===== src/rtl/core/ultrasonic_level_gauge_assert.svh =====
// Assertion macros shared by the ultrasonic level gauge RTL.
`ifndef ULTRASONIC_LEVEL_GAUGE_ASSERT_SVH
`define ULTRASONIC_LEVEL_GAUGE_ASSERT_SVH

`define ULG_ASSERT_IMPLY(label, clk, rst, ante, cons, msg) \
   label: assert property (@(posedge clk) disable iff (rst) (ante) |-> (cons)) \
      else $error(msg);

`define ULG_ASSERT_NEVER(label, clk, rst, cond, msg) \
   label: assert property (@(posedge clk) disable iff (rst) !(cond)) \
      else $error(msg);

`endif


===== src/rtl/core/ulg_pkg.sv =====
// Types and constants of the ultrasonic level gauge.
package ulg_pkg;

   localparam int TICK_W      = 20;
   localparam int IDX_W       = 6;
   localparam int SUM_W       = 22;
   localparam int LEN_W       = 16;
   localparam int GAP_W       = 20;
   localparam int DIST_W      = 17;
   localparam int LEVEL_W     = 10;
   localparam int CSR_INDEX_W = 3;
   localparam int CSR_DATA_W  = 20;
   localparam int DIV_NUM_W   = 31;
   localparam int DIV_DEN_W   = 16;
   localparam int DIV_CNT_W   = $clog2(DIV_NUM_W);
   localparam int QUEUE_DEPTH = 2;

   localparam logic [8:0]         SOUND_NUM   = 9'd343;
   localparam logic [7:0]         SOUND_DEN   = 8'd200;
   localparam logic [9:0]         LEVEL_SCALE = 10'd1000;
   localparam logic [LEVEL_W-1:0] LEVEL_MAX   = 10'd1000;
   localparam logic [DIST_W-1:0]  DIST_MAX    = '1;

   typedef enum logic [2:0] {
      PH_TRIG_LOW,
      PH_TRIG_HIGH,
      PH_WAIT_RISE,
      PH_MEASURE,
      PH_SAMPLE_GAP,
      PH_REPORT,
      PH_ROUND_GAP
   } phase_type;

   typedef enum logic [2:0] {
      BK_PASS,
      BK_DIST_START,
      BK_DIST_WAIT,
      BK_LEVEL_PREP,
      BK_LEVEL_START,
      BK_LEVEL_WAIT,
      BK_EMIT
   } back_state_type;

   typedef enum logic [CSR_INDEX_W-1:0] {
      CSR_TIMEOUT,
      CSR_ROUND_SAMPLES,
      CSR_SAMPLE_GAP,
      CSR_ROUND_GAP,
      CSR_MIN_DISTANCE,
      CSR_TANK_HEIGHT
   } csr_index_type;

   typedef struct packed {
      logic [LEN_W-1:0] timeout_ticks;
      logic [IDX_W-1:0] round_samples;
      logic [GAP_W-1:0] sample_gap_ticks;
      logic [GAP_W-1:0] round_gap_ticks;
      logic [LEN_W-1:0] min_distance;
      logic [LEN_W-1:0] tank_height;
   } cfg_type;

   localparam cfg_type CFG_RESET = '{
      timeout_ticks:    16'd30000,
      round_samples:    6'd30,
      sample_gap_ticks: 20'd10000,
      round_gap_ticks:  20'd500000,
      min_distance:     16'd100,
      tank_height:      16'd2000
   };

   typedef struct packed {
      logic echo_level;
   } req_payload_type;

   typedef struct packed {
      logic               trigger_level;
      logic               report_valid;
      logic               status;
      logic [DIST_W-1:0]  distance;
      logic [LEVEL_W-1:0] level_tenths;
      logic [IDX_W-1:0]   valid_samples;
   } rsp_payload_type;

   typedef struct packed {
      logic             report;
      logic             trigger_level;
      logic [SUM_W-1:0] duration_sum;
      logic [IDX_W-1:0] valid_count;
   } job_type;

   typedef struct packed {
      logic                 start;
      logic [DIV_NUM_W-1:0] numer;
      logic [DIV_DEN_W-1:0] denom;
   } div_req_type;

   typedef struct packed {
      logic                 done;
      logic [DIV_NUM_W-1:0] quotient;
   } div_rsp_type;

endpackage


===== src/rtl/core/ulg_queue.sv =====
// Short job queue between the tick front end and the result back end.
module ulg_queue (
   input  logic             clock,
   input  logic             reset,
   input  logic             push_valid,
   input  ulg_pkg::job_type push_entry,
   output logic             push_ready,
   output logic             pop_valid,
   output ulg_pkg::job_type pop_entry,
   input  logic             pop_ready
);

   localparam int PTR_W = $clog2(ulg_pkg::QUEUE_DEPTH);
   localparam int CNT_W = $clog2(ulg_pkg::QUEUE_DEPTH + 1);

   ulg_pkg::job_type   slot_ff [ulg_pkg::QUEUE_DEPTH];
   logic [PTR_W-1:0]   wr_ptr_ff, wr_ptr_in;
   logic [PTR_W-1:0]   rd_ptr_ff, rd_ptr_in;
   logic [CNT_W-1:0]   count_ff, count_in;
   logic               push;
   logic               pop;

   assign push_ready = count_ff != CNT_W'(ulg_pkg::QUEUE_DEPTH);
   assign pop_valid  = count_ff != '0;
   assign pop_entry  = slot_ff[rd_ptr_ff];
   assign push       = push_valid && push_ready;
   assign pop        = pop_valid && pop_ready;

   always_comb begin
      wr_ptr_in = wr_ptr_ff;
      rd_ptr_in = rd_ptr_ff;
      count_in  = count_ff;
      if (push) begin
         wr_ptr_in = (wr_ptr_ff == PTR_W'(ulg_pkg::QUEUE_DEPTH - 1)) ? '0 : wr_ptr_ff + 1'b1;
      end
      if (pop) begin
         rd_ptr_in = (rd_ptr_ff == PTR_W'(ulg_pkg::QUEUE_DEPTH - 1)) ? '0 : rd_ptr_ff + 1'b1;
      end
      if (push && !pop) begin
         count_in = count_ff + 1'b1;
      end else if (pop && !push) begin
         count_in = count_ff - 1'b1;
      end
   end

   always_ff @(posedge clock) begin
      if (reset) begin
         wr_ptr_ff <= '0;
         rd_ptr_ff <= '0;
         count_ff  <= '0;
      end else begin
         wr_ptr_ff <= wr_ptr_in;
         rd_ptr_ff <= rd_ptr_in;
         count_ff  <= count_in;
      end
   end

   always_ff @(posedge clock) begin
      if (push) begin
         slot_ff[wr_ptr_ff] <= push_entry;
      end
   end

endmodule


===== config.mk =====
export PLATFORM = sky130hd
export DESIGN_NAME = ulg_queue
export DESIGN_NICKNAME = d
export VERILOG_FILES = /design/src/rtl/core/ultrasonic_level_gauge_assert.svh /design/src/rtl/core/ulg_pkg.sv /design/src/rtl/core/ulg_queue.sv
export SDC_FILE = /design/constraint.sdc
export NUM_CORES = 1
export LEC_CHECK = 0
export ABC_AREA = 1
export BUFFER_PORTS_ARGS = -buffer_cell sky130_fd_sc_hd__buf_2
export CAP_MARGIN = 30
export CORE_MARGIN = 2
export CORE_UTILIZATION = 41
export CTS_BUF_LIST = sky130_fd_sc_hd__clkbuf_2 sky130_fd_sc_hd__clkbuf_4 sky130_fd_sc_hd__clkbuf_8
export CTS_CLUSTER_DIAMETER = 60
export DETAILED_ROUTE_END_ITERATION = 12
export PLACE_DENSITY = 0.64
export SLEW_MARGIN = 20
export SYNTH_ARGS = -nofsm -noshare
export SYNTH_HDL_FRONTEND = slang
export SYNTH_SLANG_ARGS = --single-unit

===== constraint.sdc =====
create_clock -name clock -period 2.95 [get_ports clock]
set_input_delay 0.59 -clock clock [delete_from_list [all_inputs] [get_ports clock]]
set_output_delay 0.59 -clock clock [all_outputs]
set_load 0.01 [all_outputs]

==> results list <==
- Leakage Power: 1.28 nW
* Buffers and inverters on the worst path: 2
- Wire length per cell: 13.3 um
- Final net count: 241
- Leaving out fill and tap cells, the most frequent cell in the layout is sky130_fd_sc_hd__buf_2.
- Category of the most critical setup path: reg -> out
* CTS Buf Count: 9
* Fraction of final layout cells with drive strength greater than 1: 56.4%
- The run finished with clean final reports.
- The worst setup path is captured at an output pin.
- The die is 82.5 um tall.
- IR analysis of the VDD net gives a maximum drop of 0.000382 V.
- Clock input transition at the sequential cells of the worst setup and hold paths: 0.07 ns
* Post-CTS setup buffers: 0
- At the pin with the least slew margin, the transition time is 0.406 ns.
- The worst pin sits at a relative slew slack of 72.9%.
- The final route contains 1,301 vias.
- Number of buffers inserted by port buffering: 65
- The region available for standard cell placement spans 5960 um^2.
- The critical path goes through buf_12 > mux2_4 > buf_2.
- On the critical path, the stage with the largest delay is an instance of sky130_fd_sc_hd__dfxtp_2.
- The top cell types in the final layout, fill and taps aside, are sky130_fd_sc_hd__buf_2 (65), sky130_fd_sc_hd__edfxtp_1 (60), sky130_fd_sc_hd__mux2_4 (30).
- The critical path runs through a total of 3 cells.
- 1st-pass router iterations: 2
* Type of element launching the critical path: flop
- Entering global routing, the biggest net connects 31 pins.
- In this run the critical register-to-register path is launched from count_ff[0]$_SDFFE_PP0P_.
- The share of the Yosys chip area taken by registers is 75.2%.
* Average via count per standard cell: 4.55
* Die area: 6810 um^2
- After clock tree synthesis, the repair step resized 0 gates.
- Layout Area Growth over Synthesis: 25.2%
- The tightest min-delay check is of the in -> reg type.
- Ant diodes: 0
- CTS saw 65 sinks.
* Fin util: 53.1%
* Maximum clock frequency: 505 MHz
* Total Routing Usage GR: 11.7%
- Placer Congestion: 0.694
* Reg2Reg Setup Slack: 1.34 ns
* Top Family by Delay on Critical Path: buffers and inverters
- The H-tree was split into 3 levels.
- Iteration-0 DRC count of the detailed router: 40
- Measured in cells, the most critical reg-to-reg path has a length of 5.
- Setup repair after global routing missed its margin: false
- Power per cell area: 837 nW/um^2
* TritonCTS clock tree: built
- After synthesis the cells add up to 2530 um^2.
- Post-Synthesis Mean Instance Area: 19.4 um^2
- Across the routed clock network, the largest skew measured is 0.00745 ns.
- FP Rows: 28
- The tool flagged a number of max-cap violations equal to 0.
* DRT Wirelength: 3.79 mm
- Hold repair after CTS inserted 0 buffers.
- The count of nets left with antenna violations once routing finished came out at 0.
- Following the worst setup path forward leads to its endpoint at pop_entry[10].
* Count of placed standard cells including taps: 270
* CTS Root Buffer Type: sky130_fd_sc_hd__clkbuf_8
* Fin crit share: 67.1%
- Data arrival, critical path: 1.39 ns
- The largest single stage delay on the critical path is 0.34 ns.
- Synthesized instance count: 130
- Total overflow reported by the global router: 0
- CP required: 2.36 ns
- #FFs+latches synth: 65
- The initial antenna violation count came to 0.
- Global-route wire length before repair: 5.55 mm
- Highest net fanout along the worst path: 30
- The layout has 521 filler cells.
- For the worst-skew pair, the clock arrives at the later sink with an insertion delay of 0.33 ns.
* Total Negative Setup Slacks: 0 ns
* Effective utilization at floorplan: 42.4%
* DRC violation count after routing: 0
- The worst register-to-register path ends at slot_ff[0][16]$_DFFE_PP_.
- Detailed placement ended at an HPWL of 2.57 mm.
- Synth unique cells: 14
- The number of max-slew violations in the final report came to 0.
- Post-Synthesis Net Count: 165
* Warning count from the yosys run: 0
- Subtracting the final worst setup slack from the clock period gives 1.98 ns.
* Vias in the first global route: 1,277
- The number of hold violations in the final report came to 0.
- Pin placement for this block handled 66 I/O pins.
* Final setup viols: 0
- Measured along the x axis, the die boundary spans 82.5 um.
- The clock passes through at most 2 buffers.
* Non-Filler Instances: 286
==> synth_stat cells <==
cell type	number	share of area (%)
sky130_fd_sc_hd__edfxtp_1	60	71
sky130_fd_sc_hd__mux2_4	30	18
sky130_fd_sc_hd__nand2_1	8	1.2
sky130_fd_sc_hd__inv_1	7	1.0
sky130_fd_sc_hd__nor2_1	7	1.0
sky130_fd_sc_hd__dfxtp_1	5	4.0
sky130_fd_sc_hd__buf_6	3	1.3
sky130_fd_sc_hd__a21oi_1	2	0.40
sky130_fd_sc_hd__nand3_1	2	0.40
sky130_fd_sc_hd__o21ai_0	2	0.40
sky130_fd_sc_hd__ha_1	1	0.49
sky130_fd_sc_hd__inv_2	1	0.15
sky130_fd_sc_hd__nand2_2	1	0.25
sky130_fd_sc_hd__nand4_1	1	0.25
==> metal layers <==
layer,global-route usage [%],wire (um),up-vias
met5,0,0,-
met4,8.36,95,0
met3,3.70,206,11
met2,19.6,1990,37
met1,12.4,1500,619
li1,-,-,634
==> worst min path at each step <==
stage	from	end	slack (ns)	cells after the start
2_1_floorplan	rd_ptr_ff$_SDFFE_PP0P_	flop	0.46	2
3_3_place_gp	count_ff[0]$_SDFFE_PP0P_	count_ff[0]$_SDFFE_PP0P_	0.48	2
3_5_place_dp	rd_ptr_ff$_SDFFE_PP0P_	flop	0.49	2
5_1_grt	push_entry[13]	slot_ff[1][13]$_DFFE_PP_	0.42	1
4_1_cts	push_entry[6]	slot_ff[0][6]$_DFFE_PP_	0.43	1
6_report	push_entry[22]	slot_ff[1][22]$_DFFE_PP_	0.44	1
==> report_power, final <==
part	switching [mW]	internal [mW]	leakage [nW]	total, mW
logic	0.355	0.350	0.581	0.704
registers	0.0398	1.17	0.601	1.21
clock network	0.317	0.419	0.0987	0.736
==> sequential cells by signal, summed over array words and instances (netlist names), named ones only <==
| name | count |
|---|---|
| slot_ff | 60 |
| count_ff | 2 |
| rd_ptr_ff | 1 |
| wr_ptr_ff | 1 |
==> kinds of logic (layout without fill, tap and decap cells) <==
group / Yosys count / after routing / synth area share [%]
flip-flops: 65 / 65 / 75.2
buffers and inverters: 11 / 92 / 2.52
adder cells (fa/ha/maj): 1 / 1 / 0.495
AND/OR/NAND/NOR: 19 / 19 / 3.12
multiplexers: 30 / 30 / 17.8
AO/OA/AOI/OAI: 4 / 4 / 0.792
==> cell type report <==
type | instances | area (um^2) | share of cell area, %
clock buffers | 11 | 145 | 4.59
clock inverters | 5 | 55.1 | 1.74
inverters | 8 | 30.0 | 0.949
multi-input cells | 54 | 577 | 18.2
flip-flops and latches | 65 | 1900 | 60.1
well taps | 75 | 93.8 | 2.97
repair buffers | 68 | 360 | 11.4
==> stage by stage <==
stage | hold WS (ns) | worst slack, ns | area (um^2) | power, mW
after floorplan | 0.465 | 0.603 | 2530 | 1.72
after global placement | 0.480 | 1.13 | 2960 | 1.94
after detailed placement | 0.490 | 1.11 | 2960 | 1.95
after CTS | 0.428 | 0.937 | 3160 | 2.69
after global routing | 0.422 | 0.918 | 3160 | 2.78
final | 0.443 | 0.971 | 3160 | 2.65
(Power assumes the default switching activity.)
