**config.mk**
```make
export PLATFORM = sky130hd
export DESIGN_NAME = ulg_back_flat
export DESIGN_NICKNAME = d
export VERILOG_FILES = /design/src/rtl/core/ultrasonic_level_gauge_assert.svh /design/src/rtl/core/ulg_pkg.sv /design/src/rtl/core/ulg_stream_if.sv /design/src/rtl/core/ulg_back.sv /design/src/flat_wrapper.sv
export SDC_FILE = /design/constraint.sdc
export NUM_CORES = 1
export LEC_CHECK = 0
export BUFFER_PORTS_ARGS = -buffer_cell sky130_fd_sc_hd__buf_2
export CAP_MARGIN = 20
export CORE_UTILIZATION = 30
export DETAILED_ROUTE_END_ITERATION = 8
export PLACE_DENSITY = 0.5
export SLEW_MARGIN = 20
export SYNTH_ARGS = -nofsm -noshare
export SYNTH_HDL_FRONTEND = slang
export SYNTH_SLANG_ARGS = --single-unit
```
**constraint.sdc**
```tcl
create_clock -name clock -period 8.7 [get_ports clock]
set_clock_uncertainty 0.15 [all_clocks]
set_input_delay 0.435 -clock clock [delete_from_list [all_inputs] [get_ports clock]]
set_output_delay 0.435 -clock clock [all_outputs]
set_load 0.005 [all_outputs]
```
**src/rtl/core/ultrasonic_level_gauge_assert.svh**
```systemverilog
// Assertion macros shared by the ultrasonic level gauge RTL.
`ifndef ULTRASONIC_LEVEL_GAUGE_ASSERT_SVH
`define ULTRASONIC_LEVEL_GAUGE_ASSERT_SVH

`define ULG_ASSERT_IMPLY(label, clk, rst, ante, cons, msg) \
   label: assert property (@(posedge clk) disable iff (rst) (ante) |-> (cons)) \
      else $error(msg);

`define ULG_ASSERT_NEVER(label, clk, rst, cond, msg) \
   label: assert property (@(posedge clk) disable iff (rst) !(cond)) \
      else $error(msg);

`endif

```
**src/rtl/core/ulg_pkg.sv**
```systemverilog
// Types and constants of the ultrasonic level gauge.
package ulg_pkg;

   localparam int TICK_W      = 20;
   localparam int IDX_W       = 6;
   localparam int SUM_W       = 22;
   localparam int LEN_W       = 16;
   localparam int GAP_W       = 20;
   localparam int DIST_W      = 17;
   localparam int LEVEL_W     = 10;
   localparam int CSR_INDEX_W = 3;
   localparam int CSR_DATA_W  = 20;
   localparam int DIV_NUM_W   = 31;
   localparam int DIV_DEN_W   = 16;
   localparam int DIV_CNT_W   = $clog2(DIV_NUM_W);
   localparam int QUEUE_DEPTH = 2;

   localparam logic [8:0]         SOUND_NUM   = 9'd343;
   localparam logic [7:0]         SOUND_DEN   = 8'd200;
   localparam logic [9:0]         LEVEL_SCALE = 10'd1000;
   localparam logic [LEVEL_W-1:0] LEVEL_MAX   = 10'd1000;
   localparam logic [DIST_W-1:0]  DIST_MAX    = '1;

   typedef enum logic [2:0] {
      PH_TRIG_LOW,
      PH_TRIG_HIGH,
      PH_WAIT_RISE,
      PH_MEASURE,
      PH_SAMPLE_GAP,
      PH_REPORT,
      PH_ROUND_GAP
   } phase_type;

   typedef enum logic [2:0] {
      BK_PASS,
      BK_DIST_START,
      BK_DIST_WAIT,
      BK_LEVEL_PREP,
      BK_LEVEL_START,
      BK_LEVEL_WAIT,
      BK_EMIT
   } back_state_type;

   typedef enum logic [CSR_INDEX_W-1:0] {
      CSR_TIMEOUT,
      CSR_ROUND_SAMPLES,
      CSR_SAMPLE_GAP,
      CSR_ROUND_GAP,
      CSR_MIN_DISTANCE,
      CSR_TANK_HEIGHT
   } csr_index_type;

   typedef struct packed {
      logic [LEN_W-1:0] timeout_ticks;
      logic [IDX_W-1:0] round_samples;
      logic [GAP_W-1:0] sample_gap_ticks;
      logic [GAP_W-1:0] round_gap_ticks;
      logic [LEN_W-1:0] min_distance;
      logic [LEN_W-1:0] tank_height;
   } cfg_type;

   localparam cfg_type CFG_RESET = '{
      timeout_ticks:    16'd30000,
      round_samples:    6'd30,
      sample_gap_ticks: 20'd10000,
      round_gap_ticks:  20'd500000,
      min_distance:     16'd100,
      tank_height:      16'd2000
   };

   typedef struct packed {
      logic echo_level;
   } req_payload_type;

   typedef struct packed {
      logic               trigger_level;
      logic               report_valid;
      logic               status;
      logic [DIST_W-1:0]  distance;
      logic [LEVEL_W-1:0] level_tenths;
      logic [IDX_W-1:0]   valid_samples;
   } rsp_payload_type;

   typedef struct packed {
      logic             report;
      logic             trigger_level;
      logic [SUM_W-1:0] duration_sum;
      logic [IDX_W-1:0] valid_count;
   } job_type;

   typedef struct packed {
      logic                 start;
      logic [DIV_NUM_W-1:0] numer;
      logic [DIV_DEN_W-1:0] denom;
   } div_req_type;

   typedef struct packed {
      logic                 done;
      logic [DIV_NUM_W-1:0] quotient;
   } div_rsp_type;

endpackage

```
**src/rtl/core/ulg_stream_if.sv**
```systemverilog
// Valid/ready stream channel with a typed payload.
interface ulg_stream_if #(parameter type payload_type = logic) ();
   logic        valid;
   logic        ready;
   payload_type payload;

   modport source (output valid, output payload, input ready);
   modport sink (input valid, input payload, output ready);
endinterface

```
**src/rtl/core/ulg_back.sv**
```systemverilog
// Result stage that passes tick results and works out the round report.
module ulg_back (
   input  logic                  clock,
   input  logic                  reset,
   input  ulg_pkg::cfg_type      cfg,
   input  logic                  pop_valid,
   input  ulg_pkg::job_type      pop_entry,
   output logic                  pop_ready,
   output ulg_pkg::div_req_type  div_req,
   input  ulg_pkg::div_rsp_type  div_rsp,
   ulg_stream_if.source          rsp_chan
);

   ulg_pkg::back_state_type         state_ff, state_in;
   logic                            rsp_valid_ff, rsp_valid_in;
   ulg_pkg::rsp_payload_type        rsp_ff, rsp_in;
   logic [ulg_pkg::DIV_NUM_W-1:0]   numer_ff;
   logic [ulg_pkg::DIV_DEN_W-1:0]   denom_ff;
   logic [ulg_pkg::IDX_W-1:0]       vcount_ff;
   logic [ulg_pkg::DIST_W-1:0]      dist_ff;
   logic [ulg_pkg::LEVEL_W-1:0]     level_ff;
   logic [ulg_pkg::DIV_NUM_W-1:0]   raised;
   logic [ulg_pkg::DIST_W-1:0]      dist_clamp;
   logic [ulg_pkg::LEVEL_W-1:0]     level_clamp;
   logic [ulg_pkg::LEN_W-1:0]       lvl_diff;
   logic                            level_go;
   logic                            out_free;
   logic                            pop_take;
   logic                            needs_div;

   assign out_free  = !rsp_valid_ff || rsp_chan.ready;
   assign pop_take  = pop_valid && pop_ready;
   assign needs_div = pop_entry.report && (pop_entry.valid_count != '0);
   assign level_go  = (cfg.tank_height != '0) &&
                      (dist_ff < ulg_pkg::DIST_W'(cfg.tank_height));
   assign lvl_diff  = cfg.tank_height - dist_ff[ulg_pkg::LEN_W-1:0];

   always_comb begin
      raised = (div_rsp.quotient < ulg_pkg::DIV_NUM_W'(cfg.min_distance))
             ? ulg_pkg::DIV_NUM_W'(cfg.min_distance) : div_rsp.quotient;
      dist_clamp = (raised > ulg_pkg::DIV_NUM_W'(ulg_pkg::DIST_MAX))
                 ? ulg_pkg::DIST_MAX : raised[ulg_pkg::DIST_W-1:0];
      level_clamp = (div_rsp.quotient > ulg_pkg::DIV_NUM_W'(ulg_pkg::LEVEL_MAX))
                  ? ulg_pkg::LEVEL_MAX : div_rsp.quotient[ulg_pkg::LEVEL_W-1:0];
   end

   always_comb begin
      state_in = state_ff;
      unique case (state_ff)
         ulg_pkg::BK_PASS: begin
            if (pop_take && needs_div) begin
               state_in = ulg_pkg::BK_DIST_START;
            end
         end
         ulg_pkg::BK_DIST_START: state_in = ulg_pkg::BK_DIST_WAIT;
         ulg_pkg::BK_DIST_WAIT: begin
            if (div_rsp.done) begin
               state_in = ulg_pkg::BK_LEVEL_PREP;
            end
         end
         ulg_pkg::BK_LEVEL_PREP: begin
            state_in = level_go ? ulg_pkg::BK_LEVEL_START : ulg_pkg::BK_EMIT;
         end
         ulg_pkg::BK_LEVEL_START: state_in = ulg_pkg::BK_LEVEL_WAIT;
         ulg_pkg::BK_LEVEL_WAIT: begin
            if (div_rsp.done) begin
               state_in = ulg_pkg::BK_EMIT;
            end
         end
         ulg_pkg::BK_EMIT: begin
            if (out_free) begin
               state_in = ulg_pkg::BK_PASS;
            end
         end
         default: state_in = ulg_pkg::BK_PASS;
      endcase
   end

   always_comb begin
      pop_ready     = (state_ff == ulg_pkg::BK_PASS) && out_free;
      div_req.start = (state_ff == ulg_pkg::BK_DIST_START) ||
                      (state_ff == ulg_pkg::BK_LEVEL_START);
      div_req.numer = numer_ff;
      div_req.denom = denom_ff;
      rsp_valid_in  = rsp_valid_ff && !rsp_chan.ready;
      rsp_in        = rsp_ff;
      if (pop_take && !needs_div) begin
         rsp_valid_in         = 1'b1;
         rsp_in               = '0;
         rsp_in.trigger_level = pop_entry.trigger_level;
         rsp_in.report_valid  = pop_entry.report;
         rsp_in.status        = pop_entry.report;
      end else if ((state_ff == ulg_pkg::BK_EMIT) && out_free) begin
         rsp_valid_in         = 1'b1;
         rsp_in               = '0;
         rsp_in.report_valid  = 1'b1;
         rsp_in.distance      = dist_ff;
         rsp_in.level_tenths  = level_ff;
         rsp_in.valid_samples = vcount_ff;
      end
   end

   always_ff @(posedge clock) begin
      if (reset) begin
         state_ff     <= ulg_pkg::BK_PASS;
         rsp_valid_ff <= 1'b0;
      end else begin
         state_ff     <= state_in;
         rsp_valid_ff <= rsp_valid_in;
      end
   end

   always_ff @(posedge clock) begin
      rsp_ff <= rsp_in;
      if (pop_take && needs_div) begin
         numer_ff  <= ulg_pkg::DIV_NUM_W'(pop_entry.duration_sum) *
                      ulg_pkg::DIV_NUM_W'(ulg_pkg::SOUND_NUM);
         denom_ff  <= ulg_pkg::DIV_DEN_W'(pop_entry.valid_count) *
                      ulg_pkg::DIV_DEN_W'(ulg_pkg::SOUND_DEN);
         vcount_ff <= pop_entry.valid_count;
      end
      if ((state_ff == ulg_pkg::BK_DIST_WAIT) && div_rsp.done) begin
         dist_ff <= dist_clamp;
      end
      if (state_ff == ulg_pkg::BK_LEVEL_PREP) begin
         numer_ff <= ulg_pkg::DIV_NUM_W'(lvl_diff) * ulg_pkg::DIV_NUM_W'(ulg_pkg::LEVEL_SCALE);
         denom_ff <= cfg.tank_height;
         level_ff <= '0;
      end
      if ((state_ff == ulg_pkg::BK_LEVEL_WAIT) && div_rsp.done) begin
         level_ff <= level_clamp;
      end
   end

   assign rsp_chan.valid   = rsp_valid_ff;
   assign rsp_chan.payload = rsp_ff;

endmodule
```
**src/flat_wrapper.sv**
```systemverilog
// flat-port wrapper written by rule: the top's interface ports become plain ports
module ulg_back_flat 
  (clock, reset, cfg, pop_valid, pop_entry, pop_ready, div_req, div_rsp, rsp_chan_valid, rsp_chan_payload, rsp_chan_ready);
  ulg_stream_if rsp_chan_i ();
  input  logic clock;
  input  logic reset;
  input  ulg_pkg::cfg_type cfg;
  input  logic pop_valid;
  input  ulg_pkg::job_type pop_entry;
  output logic pop_ready;
  output ulg_pkg::div_req_type div_req;
  input  ulg_pkg::div_rsp_type div_rsp;
  output wire logic [$bits(rsp_chan_i.valid)-1:0] rsp_chan_valid;
  output wire logic [$bits(rsp_chan_i.payload)-1:0] rsp_chan_payload;
  input wire logic [$bits(rsp_chan_i.ready)-1:0] rsp_chan_ready;
  assign rsp_chan_valid = rsp_chan_i.valid;
  assign rsp_chan_payload = rsp_chan_i.payload;
  assign rsp_chan_i.ready = rsp_chan_ready;
  ulg_back u_core (.clock(clock), .reset(reset), .cfg(cfg), .pop_valid(pop_valid), .pop_entry(pop_entry), .pop_ready(pop_ready), .div_req(div_req), .div_rsp(div_rsp), .rsp_chan(rsp_chan_i));
endmodule
```
==> results.md <==
Run status:
- The flow ran to the end, and the final reports show no timing, DRC or antenna violations.

Critical path:
- Among the stages of the critical path, the cell type that occurs most often is fa_1.
- Counting both buffers and inverters, the worst setup path holds a total of 4.
- For the worst setup path, the data required time is 8630 ps.
- The maximum fanout count along the critical path is 9.
- The minimum setup slack among reg-to-reg paths is 1840 ps.
- STA classifies the critical path endpoint as a flop.
- The largest single stage delay on the critical path is 510 ps.
- The family with the most delay on the worst path is adder cells.
- The worst setup path is launched from a flop.
- The highest-delay cell along the critical path is fa_1.
- The critical path in this run is classified as reg2reg.
- Data on the critical path arrives at its endpoint at 6790 ps.

Synth:
- The flop and latch count out of synthesis is 70.
- By area, the combinational part of the netlist is dominated by adder cells.
- Summing the areas of all fa, ha and maj instances in the mapped netlist gives 44.08% of the synthesized area.
- Ranked by instance count, the synthesized netlist is headed by inv_1 (260), ha_1 (208), fa_1 (125).
- The parity-gate share of the synthesized area counting xor and xnor cells is 5.618%.
- The post-synth net total is 1,703.
- The synthesized netlist devotes 15.40% of its cell area to compound gates.
- The area of the mapped netlist is 11,600 µm².
- By area the synthesized netlist is led by ha_1 (22%), fa_1 (22%), edfxtp_1 (15%), inv_1 (8.4%), xor2_1 (2.6%).
- The share of synthesized area in the top cell type comes to 22.43%.
- The count of flip-flops with a built-in enable after synthesis is 57.
- The most frequent cell after synthesis is inv_1.
- The leading area contributor after synthesis is ha_1.
- Of the total synthesized cell area, the portion taken by AND, OR, NAND and NOR gates is 8.476%.
- Each instance of the synthesized netlist takes up on average 9.589 µm².
- Measured against the total synthesized area, the mux share comes to 0.1725%.
- The share of the Yosys chip area taken by registers is 17.00%.
- For this run, asynchronously set or reset flops after synthesis account for 0%.
- The most used flip-flop cell after synthesis is edfxtp_1.
- The unique cell type count in the Yosys netlist is 78.
- Yosys printed 0 warnings.
- The post-synthesis instance total is 1,210.

Hold path:
- The min-delay analysis places its worst path in the category in2reg.

Final layout:
- The area occupied by multi-input gates is 8579 µm².
- In the final layout, flip-flops and latches occupy 1972 µm².
- The area added between synthesis and finish is 14.04%.
- The finished layout cell area is 13,230 µm².
- Cells with a size suffix above 1 make up 14.65% of the layout.
- For this run, the post-layout net count is 1,846.
- The filler cells instantiated in the layout total 3,956.

STA:
- Hold timing on the final database bottoms out at a slack of 141.0 ps.
- The final hold violation count is 0.
- Setup repair after global routing left no endpoint under its margin.
- The shortest period the worst path allows is 6859 ps.
- The total negative slack is 0 ps.
- In the post-route analysis, the smallest setup slack over all paths is 1841 ps.
- The final-report max-slew violation count was 0.
- For the pin with the worst max-slew slack, the measured transition is 823.8 ps.
- Setup violations remaining at the end of the flow were counted as 0.
- The maximum clock frequency is 0.1458 GHz.
- The headroom to the max-slew limit is 45.08%.
- The part of the cycle the worst path needs is 78.84%.

Detailed routing:
- In this run, the number of DRC markers left after iteration 0 of detailed routing was 312.
- For this run, design rule violations remaining after detail routing come to 0.
- In the final routed layout, each cell accounts on average for 14.26 µm.
- The routed layout has 8,793 vias.
- The first detailed-routing pass ran for 7 iterations.
- Wires add up to 26.66 mm.
- Once detail routing completed, the nets flagged for antenna violations numbered 0.
- The number of vias per cell is 4.702.

Power and ir drop:
- The relative contribution of combinational cells to total power is 84.5%.
- Registers are responsible for 8.6% of the overall power.
- For this design the ratio of total power to cell area is 395.9 nW/µm².
- In this run the power spent charging and discharging nets is 0.002670 W.
- The internal portion of the total power is 0.002568 W.
- The clock network is responsible for 7.0% of the overall power.
- The maximum vdd drop is 0.0003678 V.
- In this run switching power makes up 50.97% of total power.
- The leakage power figure is 6.539 nW.

CTS:
- The total of hold buffers inserted after clock tree synthesis is 0.
- CTS built an H-tree with a depth of 3.
- Counting along the longest clock path gives a buffer depth of 2.
- The number of resized instances in the post-cts repair step is 0.
- The TritonCTS clock tree is done.
- CTS placed an instance of clkbuf_16 at the clock tree root.
- The count of clock tree sinks is 70.
- Clock latency on the worst-skew pair, taken at its later pin, is 360 ps.
- TritonCTS created 9 clock buffers.
- The number of buffers inserted to repair setup after CTS is 0.
- After clock tree synthesis, the clock-pin slew on the worst setup and hold paths is 70 ps.

Placed design:
- At the end of routability-driven placement, the weighted congestion stood at 0.7794.
- Port buffering added 147 buffers.
- The total cell area at the placement stage is 12,940 µm².
- The total half-perimeter wirelength after legalization and detailed placement is 22.83 mm.
- Prior to clock tree synthesis, the placed netlist has a worst setup slack of 1508 ps.

Global route:
- The number of global-route vias before repair was 9,054.
- The largest net degree at the start of global routing is 44.
- The overflow left after global routing is 0.
- The number of antenna violations at the first check in global routing came to 2.
- The wire length of the first global-routing pass is 45.38 mm.
- The global routing usage summed across all routing layers is 14.44%.

Floorplanning:
- The die span in y is 198.7 µm.
- The floorplan row count is 71.
- The die area is 39,470 µm².
- The core footprint is 37,840 µm².
- From left edge to right edge, the die measures 198.7 µm.
- The count of boundary I/O pins is 211.
- The initial utilization of the core area, before any placement, comes to 30.66%.

Run:
- The tool flagged a number of max-cap violations equal to 0.
-- metrics by stage --
step | cells | utilization [%] | total power [W]
after floorplan | 1210 | - | 0.004013
after global placement | 1852 | 34.18 | 0.004922
after detailed placement | 1853 | 34.20 | 0.004936
after CTS | 1869 | 34.94 | 0.005344
after global routing | 1869 | 34.96 | 0.005973
final | 1870 | 34.96 | 0.005238
-- layout make-up --
class | count | share of cell area [%]
Clock inverter | 7 | 0.4255
Tap cell | 511 | 4.832
Timing Repair Buffer | 152 | 5.844
Antenna cell | 1 | 0.01891
Multi-Input combinational cell | 858 | 64.84
Clock buffer | 9 | 1.702
Sequential cell | 70 | 14.90
Inverter | 262 | 7.433
-- cells in the final DEF, fill, tap and decap left out, types with 6 or more instances in the layout --
cell type	instances
inv_1	260
ha_1	208
buf_2	147
fa_1	125
edfxtp_1	57
a21oi_1	55
nor2_1	50
nand2_1	46
xor2_1	35
xnor2_1	32
o21ai_0	31
a21o_1	30
o211ai_1	27
nand3_1	20
nor3_1	16
o21ai_1	15
a31oi_1	13
o22ai_1	13
dfxtp_1	13
o211ai_2	10
clkbuf_16	9
nor4_1	8
o31ai_1	8
o21a_1	8
nand2b_1	8
or3_1	7
nor2b_1	6
-- worst paths after layout --
| path | start | to | cells past startpoint |
|---|---|---|---|
| worst min-delay path | reset | u_core.state_ff[2] | 2 |
| worst min register to register | u_core.numer_ff[2] | u_core.numer_ff[2] | 2 |
| worst max register to register | u_core.dist_ff[0] | u_core.numer_ff[25] | 25 |
| worst max-delay path | u_core.dist_ff[0] | u_core.numer_ff[25] | 25 |
-- power groups by stage --
stage / clock network (W) / registers [W] / logic, W
global route: 0.000387 / 0.000455 / 0.00513
finish: 0.000364 / 0.000450 / 0.00442
global placement: 0 / 0.000458 / 0.00446
floorplan: 0 / 0.000452 / 0.00356
detailed placement: 0 / 0.000458 / 0.00448
CTS: 0.000377 / 0.000452 / 0.00452
-- layer usage --
metal,vias to the layer above,GRT usage (%),routed length (µm)
met4,2,1.738,133
li1,4402,-,-
met2,136,24.63,12610
met3,14,2.967,1221
met5,-,0,13
met1,4239,19.21,12690
-- registers in the layout (all words and copies together) (netlist names) --
name / flops
u_core.numer_ff: 31
u_core.dist_ff: 17
u_core.denom_ff: 16
u_core.state_ff: 3
u_core.rsp_chan.payload: 1
u_core.rsp_chan.valid: 1
u_core.vcount_ff: 1
-- kinds of logic after synthesis --
group	count (synthesis)
AND/OR/NAND/NOR	194
flip-flops	70
buffers and inverters	282
AO/OA/AOI/OAI	257
multiplexers	2
adder cells (fa/ha/maj)	334
XOR/XNOR	71
Power figures use the tool's default switching activity.
