--- config.mk ---
export PLATFORM = sky130hd
export DESIGN_NAME = ulg_divider
export DESIGN_NICKNAME = d
export VERILOG_FILES = /design/src/rtl/core/ultrasonic_level_gauge_assert.svh /design/src/rtl/core/ulg_pkg.sv /design/src/rtl/core/ulg_divider.sv
export SDC_FILE = /design/constraint.sdc
export NUM_CORES = 1
export LEC_CHECK = 0
export BUFFER_PORTS_ARGS = -buffer_cell sky130_fd_sc_hd__buf_2
export CAP_MARGIN = 10
export CORE_MARGIN = 8
export CORE_UTILIZATION = 55
export DETAILED_ROUTE_END_ITERATION = 8
export HOLD_SLACK_MARGIN = 0.03
export MAX_ROUTING_LAYER = met4
export PLACE_DENSITY = 0.89
export SLEW_MARGIN = 10
export SYNTH_ARGS = -nofsm -noshare
export SYNTH_HDL_FRONTEND = slang
export SYNTH_SLANG_ARGS = --single-unit
--- constraint.sdc ---
create_clock -name clock -period 3.62 [get_ports clock]
set_clock_uncertainty 0.15 [all_clocks]
set_input_delay 0.362 -clock clock [delete_from_list [all_inputs] [get_ports clock]]
set_output_delay 0.362 -clock clock [all_outputs]
set_load 0.02 [all_outputs]
--- src/rtl/core/ultrasonic_level_gauge_assert.svh ---
// Assertion macros shared by the ultrasonic level gauge RTL.
`ifndef ULTRASONIC_LEVEL_GAUGE_ASSERT_SVH
`define ULTRASONIC_LEVEL_GAUGE_ASSERT_SVH

`define ULG_ASSERT_IMPLY(label, clk, rst, ante, cons, msg) \
   label: assert property (@(posedge clk) disable iff (rst) (ante) |-> (cons)) \
      else $error(msg);

`define ULG_ASSERT_NEVER(label, clk, rst, cond, msg) \
   label: assert property (@(posedge clk) disable iff (rst) !(cond)) \
      else $error(msg);

`endif

--- src/rtl/core/ulg_pkg.sv ---
// Types and constants of the ultrasonic level gauge.
package ulg_pkg;

   localparam int TICK_W      = 20;
   localparam int IDX_W       = 6;
   localparam int SUM_W       = 22;
   localparam int LEN_W       = 16;
   localparam int GAP_W       = 20;
   localparam int DIST_W      = 17;
   localparam int LEVEL_W     = 10;
   localparam int CSR_INDEX_W = 3;
   localparam int CSR_DATA_W  = 20;
   localparam int DIV_NUM_W   = 31;
   localparam int DIV_DEN_W   = 16;
   localparam int DIV_CNT_W   = $clog2(DIV_NUM_W);
   localparam int QUEUE_DEPTH = 2;

   localparam logic [8:0]         SOUND_NUM   = 9'd343;
   localparam logic [7:0]         SOUND_DEN   = 8'd200;
   localparam logic [9:0]         LEVEL_SCALE = 10'd1000;
   localparam logic [LEVEL_W-1:0] LEVEL_MAX   = 10'd1000;
   localparam logic [DIST_W-1:0]  DIST_MAX    = '1;

   typedef enum logic [2:0] {
      PH_TRIG_LOW,
      PH_TRIG_HIGH,
      PH_WAIT_RISE,
      PH_MEASURE,
      PH_SAMPLE_GAP,
      PH_REPORT,
      PH_ROUND_GAP
   } phase_type;

   typedef enum logic [2:0] {
      BK_PASS,
      BK_DIST_START,
      BK_DIST_WAIT,
      BK_LEVEL_PREP,
      BK_LEVEL_START,
      BK_LEVEL_WAIT,
      BK_EMIT
   } back_state_type;

   typedef enum logic [CSR_INDEX_W-1:0] {
      CSR_TIMEOUT,
      CSR_ROUND_SAMPLES,
      CSR_SAMPLE_GAP,
      CSR_ROUND_GAP,
      CSR_MIN_DISTANCE,
      CSR_TANK_HEIGHT
   } csr_index_type;

   typedef struct packed {
      logic [LEN_W-1:0] timeout_ticks;
      logic [IDX_W-1:0] round_samples;
      logic [GAP_W-1:0] sample_gap_ticks;
      logic [GAP_W-1:0] round_gap_ticks;
      logic [LEN_W-1:0] min_distance;
      logic [LEN_W-1:0] tank_height;
   } cfg_type;

   localparam cfg_type CFG_RESET = '{
      timeout_ticks:    16'd30000,
      round_samples:    6'd30,
      sample_gap_ticks: 20'd10000,
      round_gap_ticks:  20'd500000,
      min_distance:     16'd100,
      tank_height:      16'd2000
   };

   typedef struct packed {
      logic echo_level;
   } req_payload_type;

   typedef struct packed {
      logic               trigger_level;
      logic               report_valid;
      logic               status;
      logic [DIST_W-1:0]  distance;
      logic [LEVEL_W-1:0] level_tenths;
      logic [IDX_W-1:0]   valid_samples;
   } rsp_payload_type;

   typedef struct packed {
      logic             report;
      logic             trigger_level;
      logic [SUM_W-1:0] duration_sum;
      logic [IDX_W-1:0] valid_count;
   } job_type;

   typedef struct packed {
      logic                 start;
      logic [DIV_NUM_W-1:0] numer;
      logic [DIV_DEN_W-1:0] denom;
   } div_req_type;

   typedef struct packed {
      logic                 done;
      logic [DIV_NUM_W-1:0] quotient;
   } div_rsp_type;

endpackage

--- src/rtl/core/ulg_divider.sv ---
// Restoring divider that produces one quotient bit per cycle.
module ulg_divider (
   input  logic                 clock,
   input  logic                 reset,
   input  ulg_pkg::div_req_type div_req,
   output ulg_pkg::div_rsp_type div_rsp
);

   logic                          busy_ff, busy_in;
   logic                          done_ff, done_in;
   logic [ulg_pkg::DIV_CNT_W-1:0] cnt_ff, cnt_in;
   logic [ulg_pkg::DIV_NUM_W-1:0] quo_ff, quo_in;
   logic [ulg_pkg::DIV_DEN_W-1:0] rem_ff, rem_in;
   logic [ulg_pkg::DIV_DEN_W-1:0] den_ff, den_in;
   logic [ulg_pkg::DIV_DEN_W:0]   rem_shift;
   logic                          fits;

   always_comb begin
      busy_in   = busy_ff;
      done_in   = 1'b0;
      cnt_in    = cnt_ff;
      quo_in    = quo_ff;
      rem_in    = rem_ff;
      den_in    = den_ff;
      rem_shift = {rem_ff, quo_ff[ulg_pkg::DIV_NUM_W-1]};
      fits      = rem_shift >= {1'b0, den_ff};
      if (div_req.start) begin
         busy_in = 1'b1;
         cnt_in  = ulg_pkg::DIV_CNT_W'(ulg_pkg::DIV_NUM_W - 1);
         quo_in  = div_req.numer;
         rem_in  = '0;
         den_in  = div_req.denom;
      end else if (busy_ff) begin
         if (fits) begin
            rem_in = ulg_pkg::DIV_DEN_W'(rem_shift - {1'b0, den_ff});
         end else begin
            rem_in = rem_shift[ulg_pkg::DIV_DEN_W-1:0];
         end
         quo_in = {quo_ff[ulg_pkg::DIV_NUM_W-2:0], fits};
         cnt_in = cnt_ff - 1'b1;
         if (cnt_ff == '0) begin
            busy_in = 1'b0;
            done_in = 1'b1;
         end
      end
   end

   always_ff @(posedge clock) begin
      if (reset) begin
         busy_ff <= 1'b0;
         done_ff <= 1'b0;
      end else begin
         busy_ff <= busy_in;
         done_ff <= done_in;
      end
   end

   always_ff @(posedge clock) begin
      cnt_ff <= cnt_in;
      quo_ff <= quo_in;
      rem_ff <= rem_in;
      den_ff <= den_in;
   end

   assign div_rsp.done     = done_ff;
   assign div_rsp.quotient = quo_ff;

endmodule

==> results of run 1 <==
cell families (layout without fill, tap and decap cells):
family | Yosys count | count (layout) | share of synthesized area (%)
mux | 32 | 32 | 9.351
xor+xnor | 8 | 8 | 1.825
buf+inv | 39 | 142 | 4.464
simple gates | 88 | 88 | 12.22
compound gates | 92 | 92 | 17.34
fa+ha+maj | 18 | 18 | 6.061
flops | 70 | 70 | 48.75
cells in the final DEF (no fill, tap or decap), types with 12 or more instances in the layout:
cell	netlist	layout
a21oi_1	20	20
nand2_1	17	17
dfxtp_1	23	23
ha_1	17	17
buf_2	5	81
dlygate4sd3_1	0	17
inv_1	23	23
mux2_2	31	31
nor2_1	18	18
o21ai_0	12	12
edfxtp_1	47	47
registers in the layout, indices dropped and copies added (netlist names):
| signal | cells |
|---|---|
| done_ff | 1 |
| quo_ff | 31 |
| cnt_ff | 5 |
| rem_ff | 16 |
| busy_ff | 1 |
| den_ff | 16 |
critical path, delay by kind of cell, from the launching register on:
family,cells,cell delay [ns]
mux,1,0.27
flops,1,0.34
compound gates,2,0.60
buf+inv,2,0.26
fa+ha+maj,1,0.34
simple gates,3,0.66
worst min path at each step:
stage | startpoint | endpoint | slack [ns] | cells past startpoint
3_3_place_gp | rem_ff[15] | rem_ff[15] | 0.31 | 2
6_report | div_req[31] | quo_ff[15] | 0.14 | 2
2_1_floorplan | rem_ff[15] | rem_ff[15] | 0.28 | 2
3_5_place_dp | rem_ff[15] | rem_ff[15] | 0.31 | 2
4_1_cts | div_req[4] | den_ff[4] | 0.03 | 1
5_1_grt | div_req[30] | quo_ff[14] | 0.14 | 2
per-stage QoR:
| stage | utilization [%] | instances | instance area, um2 |
|---|---|---|---|
| after floorplan | - | 347 | 3840 |
| after global placement | 63.55 | 513 | 4318 |
| after detailed placement | 63.55 | 513 | 4318 |
| after CTS | 68.64 | 545 | 4663 |
| after global routing | 68.78 | 546 | 4673 |
| final | 68.78 | 546 | 4673 |
layer usage:
metal,vias up,GRT usage (%),part of all wire (%)
met1,1488,23.32,42
met5,-,-,0
met4,0,8.731,1.8
met2,133,30.58,49
met3,15,4.609,6.6
li1,1524,-,-
power by group through the flow:
stage	sequential, mW	combinational (mW)	clock, mW
after floorplan	1.02	0.234	0
after global placement	0.975	0.382	0
after detailed placement	0.979	0.396	0
after CTS	0.963	0.411	0.611
after global routing	0.969	0.451	0.643
final	0.963	0.415	0.609
final cells by class:
cell class                      count  area [um2]  area share (%)
Clock inverter                      7       61.31           1.312
Multi-Input combinational cell    238        1797           38.45
Timing Repair Buffer              103       613.1           13.12
Clock buffer                        9       123.9           2.651
Inverter                           23       86.33           1.847
Sequential cell                    70        1872           40.05
Tap cell                           96       120.1           2.570
==> flow_summary.toml, run 1 <==
[run_status]
status = "complete, no violations"

[critical_path]
cp-end-kind = "flip-flop"
r2r-end = "quo_ff[0]"
critPathMaxStageDelay_ns = 0.44
cp.required_ns = 3.59
r2r_setup_slack_ns = 0.77
arrival_ns = 2.82
crit_end = "quo_ff[0]"
r2r-start = "den_ff[12]"
path_class = "flip-flop to flip-flop"
rr_worst_depth = 9
cpMaxStageDelayCell = "or3_4"
worstSetupStartpointType = "flip-flop"
path_cells = "inv_1 > ha_1 > a21oi_1 > o21ai_0 > or3_4 > nor3_2 > buf_4 > nor2_1 > mux2_2"
worstPathMaxFanout = 13
startpoint = "den_ff[12]"

[detailed_routing]
drt_iter0_drc = 206
drc_errors = 0
wl_per_cell_um = 17.04
antenna_left = 0
avgViaCountPerCell = 5.788
wl_um = 9305
dr.pass1.iters = 5
vias = 3160

[yosys]
yosys_warnings = 0
synth_most_common_cell = "edfxtp_1"
ys_seq_area_share_pct = 48.75
syn_avg_cell_area_um2 = 11.07
syn_nets = 415
yosysTopAreaCellShare_pct = 36.75
async_reset_ff_share_pct = 0
postSynthCellCount = 347
synth_cell_types = 60
synth_area_leader_cell = "edfxtp_1"
ys_ff_latch = 70
ys_top_cells_by_area = "edfxtp_1 (37%), dfxtp_1 (12%), mux2_2 (9.1%), ha_1 (5.5%), a21oi_1 (2.6%)"
syn_area_mm2 = 0.003840
yosys_most_used_dff = "edfxtp_1"
synth-edff-count = 47
synth_common_cells = "edfxtp_1 (47), mux2_2 (31), dfxtp_1 (23), inv_1 (23), a21oi_1 (20)"

[sta]
finalMaxSlewViolations = 0
tns_ns = 0
worst_slew_pin_slew_ns = 0.7270
fmax_mhz = 350.5
maxSlewHeadroom_pct = 51.53
finalSetupViolations = 0
period_needed_ns = 2.853
fin_ws_ns = 0.7666
whs_ns = 0.1448
rsz0062_at_grt = "false"
hold_viol_final = 0
min_period_over_period_pct = 78.82

[pwr]
pwr-share-comb_pct = 20.9
p_sw_share_pct = 31.36
powerDensity_mw_per_mm2 = 425.3
ir_drop_v = 0.0003241
power.internal_mw = 1.364
pwr-share-seq_pct = 48.4
power_leakage_nw = 1.908
netSwitchingPower_uw = 623.2
clkPwrFrac_pct = 30.7
total_power_mw = 1.987

[placement]
dp_slack_ns = 0.7931
place_congestion = 0.8521
hpwl_um = 6701
port-buffer-count = 81

[die]
ios = 82
initial_utilization_pct = 56.52
core_mm2 = 0.006794
die_w_um = 99.56
dieHeight_um = 99.56
row_count = 30
die_area_mm2 = 0.009911

[grt]
grt_pass1_wl_um = 15010
antenna_found_initial = 0
overflow = 0
grt_max_degree = 35
grt_pass1_vias = 3188
grt_use_total_pct = 19.48

[clock_network]
clk_latency_ns = 0.36
clock_path_buffers = 2
cts_hold_buf = 16
cts_setup_buffers = 0
cts_resized = 0
cts_tree = "done"
cts_sinks = 70
h-tree-depth = 3
clk_pin_slew_ns = 0.09
numCtsBuffers = 9
cts_root_buffer = "clkbuf_8"

[cells_and_area]
final_nets = 513
drive_gt1_share_pct = 32.67
area_growth_pct = 21.70
antenna_cells = 0
n_fill_cell = 488

[job]
cap_violations = 0

[hold_path]
min_path_type = "primary input to flip-flop"
(Power assumes the default switching activity.)
==> inputs of run 2 (changes only) <==
Clock period 3.62 ns to 2.8 ns, I/O delays scaled along.
==> run 2 against run 1 <==
  * Final area rose by 2.2%
  * Largest cell class unchanged
  * Non-clock buffer count increased by 8
  * Flip-flop and latch count stayed put
  * Worst setup slack lost 0.66 ns
  * Die area unchanged
==> flow_summary.toml, run 2 (synthesis results as in run 1) <==
[run_status]
status = "complete, no violations"

[pwr]
ir_drop_v = 0.0003456
p_sw_share_pct = 29.57
netSwitchingPower_uw = 778.0
power_leakage_nw = 1.963
clkPwrFrac_pct = 31.5
powerDensity_mw_per_mm2 = 550.6
pwr-share-seq_pct = 47.3
power.internal_mw = 1.853
pwr-share-comb_pct = 21.2

[placement]
post_dp_cell_area_mm2 = 0.004383
hpwl_um = 6839
place_congestion = 0.8718
dp_cells = 520
port-buffer-count = 81

[critical_path]
worstPathMaxFanout = 13
cp.required_ns = 2.92
worstSetupStartpointType = "flip-flop"
cp-end-kind = "flip-flop"
crit_top_cell = "or3_4"
critPathMaxStageDelay_ns = 0.44
cpMaxStageDelayCell = "or3_4"
arrival_ns = 2.81
path_class = "flip-flop to flip-flop"
path_cells = "inv_1 > ha_2 > a21o_1 > a211o_1 > or3_4 > or3_4 > a41o_1 > a211oi_2"

[die]
initial_utilization_pct = 56.52
ios = 82
core_mm2 = 0.006794
dieHeight_um = 99.56
row_count = 30
die_area_mm2 = 0.009911
die_w_um = 99.56

[cells_and_area]
mostFrequentLayoutCells = "buf_2 (81), edfxtp_1 (47), mux2_2 (31)"
largest_reg_flops = 31
drive_gt1_share_pct = 34.72
reg.largest.list = "quo_ff x31, den_ff x16, rem_ff x16"
instances_no_fill = 554
fin_area_mm2 = 0.004778
antenna_cells = 0
final_nets = 521
area_growth_pct = 24.44
n_fill_cell = 509
final_util_pct = 70.33
final_common_cell = "buf_2"
top_register = "quo_ff"

[detailed_routing]
avgViaCountPerCell = 5.747
drt_iter0_drc = 232
wl_per_cell_um = 17.22
vias = 3184
antenna_left = 0
wl_um = 9538
dr.pass1.iters = 5
drc_errors = 0

[clock_network]
h-tree-depth = 3
cts_tree = "done"
clk_latency_ns = 0.35
numCtsBuffers = 9
cts_sinks = 70
cts_root_buffer = "clkbuf_8"
clock_path_buffers = 2
clk_pin_slew_ns = 0.09

[grt]
grt_pass1_vias = 3301
grt_use_total_pct = 20.15
grt_pass1_wl_um = 15590
grt_max_degree = 39
antenna_found_initial = 0
overflow = 0

[job]
cap_violations = 0

[sta]
tns_ns = 0
period_needed_ns = 2.693
worst_slew_pin_slew_ns = 0.6475
rsz0062_at_grt = "false"
maxSlewHeadroom_pct = 56.84
finalSetupViolations = 0
finalMaxSlewViolations = 0
min_period_over_period_pct = 96.19
fmax_mhz = 371.3
hold_viol_final = 0

[hold_path]
min_path_type = "primary input to flip-flop"
[run 2: final cells by class]
type                            count  area (um2)  share of cell area, %
Sequential cell                    70        1872                  39.17
Multi-Input combinational cell    238        1818                  38.05
Timing Repair Buffer              111       685.7                  14.35
Clock buffer                        9       123.9                  2.592
Tap cell                           96       120.1                  2.514
Inverter                           23       86.33                  1.807
Clock inverter                      7       72.57                  1.519
[run 2: timing repair]
| action | CTS | global route |
|---|---|---|
| endpoints found under the setup margin | 0 | 8 |
| buffers inserted | 0 | 1 |
| hold endpoints to repair | 18 | 0 |
| hold buffers | 17 | 0 |
| gates resized for setup | 0 | 7 |
[run 2: final timing paths]
kind / start / to / slack [ns] / depth (start not counted)
min: div_req[17] / quo_ff[1] / 0.08 / 2
max reg2reg: den_ff[14] / rem_ff[8] / 0.11 / 8
max: den_ff[14] / rem_ff[8] / 0.11 / 8
min reg2reg: rem_ff[15] / rem_ff[15] / 0.33 / 2
[run 2: worst max-delay path, delay by kind of cell, from the launching register on]
kind                     cells  cell delay (ns)
AO/OA/AOI/OAI                4             0.89
adder cells (fa/ha/maj)      1             0.30
buffers and inverters        1             0.07
flip-flops                   1             0.37
AND/OR/NAND/NOR              2             0.85
[run 2: layer usage]
metal  vias up  GRT usage [%]  part of all wire (%)
li1       1529              -                     -
met3        30          5.587                   5.8
met4         0          7.800                   2.9
met1      1498          22.44                    41
met5         -              -                     0
met2       127          33.63                    50
[run 2: power groups by stage]
stage / clock (mW) / combinational (mW) / sequential [mW]
floorplan: 0 / 0.303 / 1.32
global placement: 0 / 0.508 / 1.26
detailed placement: 0 / 0.526 / 1.27
CTS: 0.837 / 0.547 / 1.24
global route: 0.885 / 0.607 / 1.25
finish: 0.828 / 0.559 / 1.24
[run 2: stage by stage]
step | hold WS, ns | worst slack [ns] | power (mW)
2_1_floorplan | 0.2024 | 0.1989 | 1.619
3_3_place_gp | 0.2984 | 0.1603 | 1.770
3_5_place_dp | 0.3081 | 0.09204 | 1.793
4_1_cts | 0.06019 | 0.07352 | 2.628
5_1_grt | 0.05640 | 0.008798 | 2.747
6_report | 0.07531 | 0.1066 | 2.631
==> inputs of run 3 (changes only) <==
Settings changed: PLACE_DENSITY 0.89 to 0.8.
==> run 3 against run 2 <==
  * Critical path depth stayed put
  * Combinational power hardly changed
  * Die area stayed put
  * Sequential power hardly changed
  * First-iteration DRC count is 3.0% lower
  * Register-to-register slack worse by 0.03 ns
  * Final area hardly changed
  * Flip-flop and latch count stayed put
  * Power is 3.6% higher
==> flow_summary.toml, run 3 (synthesis results as in run 1) <==
[run_status]
status = "complete, no violations"

[cells_and_area]
area_growth_pct = 24.50
antenna_cells = 0
n_fill_cell = 483
drive_gt1_share_pct = 33.92
top_register = "quo_ff"
largest_reg_flops = 31
final_nets = 520
reg.largest.list = "quo_ff x31, den_ff x16, rem_ff x16"
mostFrequentLayoutCells = "buf_2 (81), edfxtp_1 (47), mux2_2 (31)"
fin_area_mm2 = 0.004781
final_common_cell = "buf_2"
final_util_pct = 70.37

[sta]
fmax_mhz = 366.8
hold_viol_final = 0
rsz0062_at_grt = "false"
finalSetupViolations = 0
worst_slew_pin_slew_ns = 0.6863
maxSlewHeadroom_pct = 54.08
min_period_over_period_pct = 97.36
period_needed_ns = 2.726
finalMaxSlewViolations = 0
tns_ns = 0
fin_ws_ns = 0.07386

[die]
ios = 82
row_count = 30
core_mm2 = 0.006794
die_area_mm2 = 0.009911
dieHeight_um = 99.56
die_w_um = 99.56
initial_utilization_pct = 56.52

[clock_network]
cts_tree = "done"
numCtsBuffers = 9
clk_latency_ns = 0.35
clk_pin_slew_ns = 0.08
cts_sinks = 70
h-tree-depth = 3
cts_root_buffer = "clkbuf_8"
cts_setup_buffers = 0
clock_path_buffers = 2

[grt]
antenna_found_initial = 0
met1_usage_pct = 24.76
busiest_layer = "met2"
overflow = 0
gr-usage-met3_pct = 5.307
grt_pass1_wl_um = 15240
grt_use_total_pct = 19.85
grt_max_degree = 29
grt_pass1_vias = 3131
grt_util_met2_pct = 30.48

[critical_path]
cp.required_ns = 2.75
worstSetupStartpointType = "flip-flop"
cp-end-kind = "flip-flop"
r2r_setup_slack_ns = 0.07
r2r-end = "quo_ff[0]"
r2r-start = "den_ff[14]"
rr_worst_depth = 8
worstPathMaxFanout = 5
path_class = "flip-flop to flip-flop"
arrival_ns = 2.68
crit_end = "quo_ff[0]"
startpoint = "den_ff[14]"

[job]
cap_violations = 0

[detailed_routing]
drc_errors = 0
drt_iter0_drc = 225
vias = 3228
antenna_left = 0
dr.pass1.iters = 5
wl_per_cell_um = 17.45
wl_um = 9649
avgViaCountPerCell = 5.837

[pwr]
ir_drop_v = 0.0003979
power_leakage_nw = 1.962
powerDensity_mw_per_mm2 = 570.3

[placement]
port-buffer-count = 81
dp_slack_ns = 0.06117
post_dp_cell_area_mm2 = 0.004363
place_congestion = 0.9139
hpwl_um = 6926

[hold_path]
min_path_type = "primary input to flip-flop"
==> run 3: critical path, cell delays in order, from the launching register on <==
cell	delay, ns
edfxtp_1	0.33
inv_1	0.04
ha_1	0.34
a21o_1	0.22
a211o_1	0.35
or3_4	0.43
nor3_2	0.17
nor2_1	0.16
mux2_2	0.29
==> run 3: final cells by class <==
cell class,count,area (um2),area share (%)
Clock buffer,10,127.6,2.669
Timing Repair Buffer,109,661.9,13.84
Inverter,23,86.33,1.806
Sequential cell,70,1872,39.15
Multi-Input combinational cell,239,1819,38.05
Clock inverter,6,93.84,1.963
Tap cell,96,120.1,2.512
==> run 3: metrics by stage <==
step                hold WS, ns  power, mW  instances
finish                  0.07392      2.727        553
global placement         0.3059      1.770        519
CTS                     0.06306      2.719        552
floorplan                0.2024      1.619        347
global route            0.05786      2.844        553
detailed placement       0.3081      1.787        519
==> run 3: worst min-delay path by stage <==
stage                      startpoint         end  slack (ns)  cells past startpoint
after floorplan                 reset     busy_ff        0.20                      1
after global placement    div_req[12]  den_ff[12]        0.31                      1
after detailed placement   div_req[3]   den_ff[3]        0.31                      1
after CTS                 div_req[42]  quo_ff[26]        0.06                      2
after global routing      div_req[35]  quo_ff[19]        0.06                      2
final                     div_req[33]  quo_ff[17]        0.07                      2
==> run 3: where the power goes <==
part | internal [mW] | switching (mW)
registers | 1.20 | 0.0433
logic | 0.239 | 0.321
clock network | 0.510 | 0.415
==> run 3: repair_timing <==
item	in CTS	in global routing
hold buffers	17	0
endpoints found under the setup margin	0	12
hold endpoints to repair	18	0
resized for setup	0	5
==> run 3: routing by layer <==
layer	up-vias	wire length, um
li1	1533	-
met4	0	182
met5	-	0
met2	145	4762
met1	1530	4041
met3	20	663
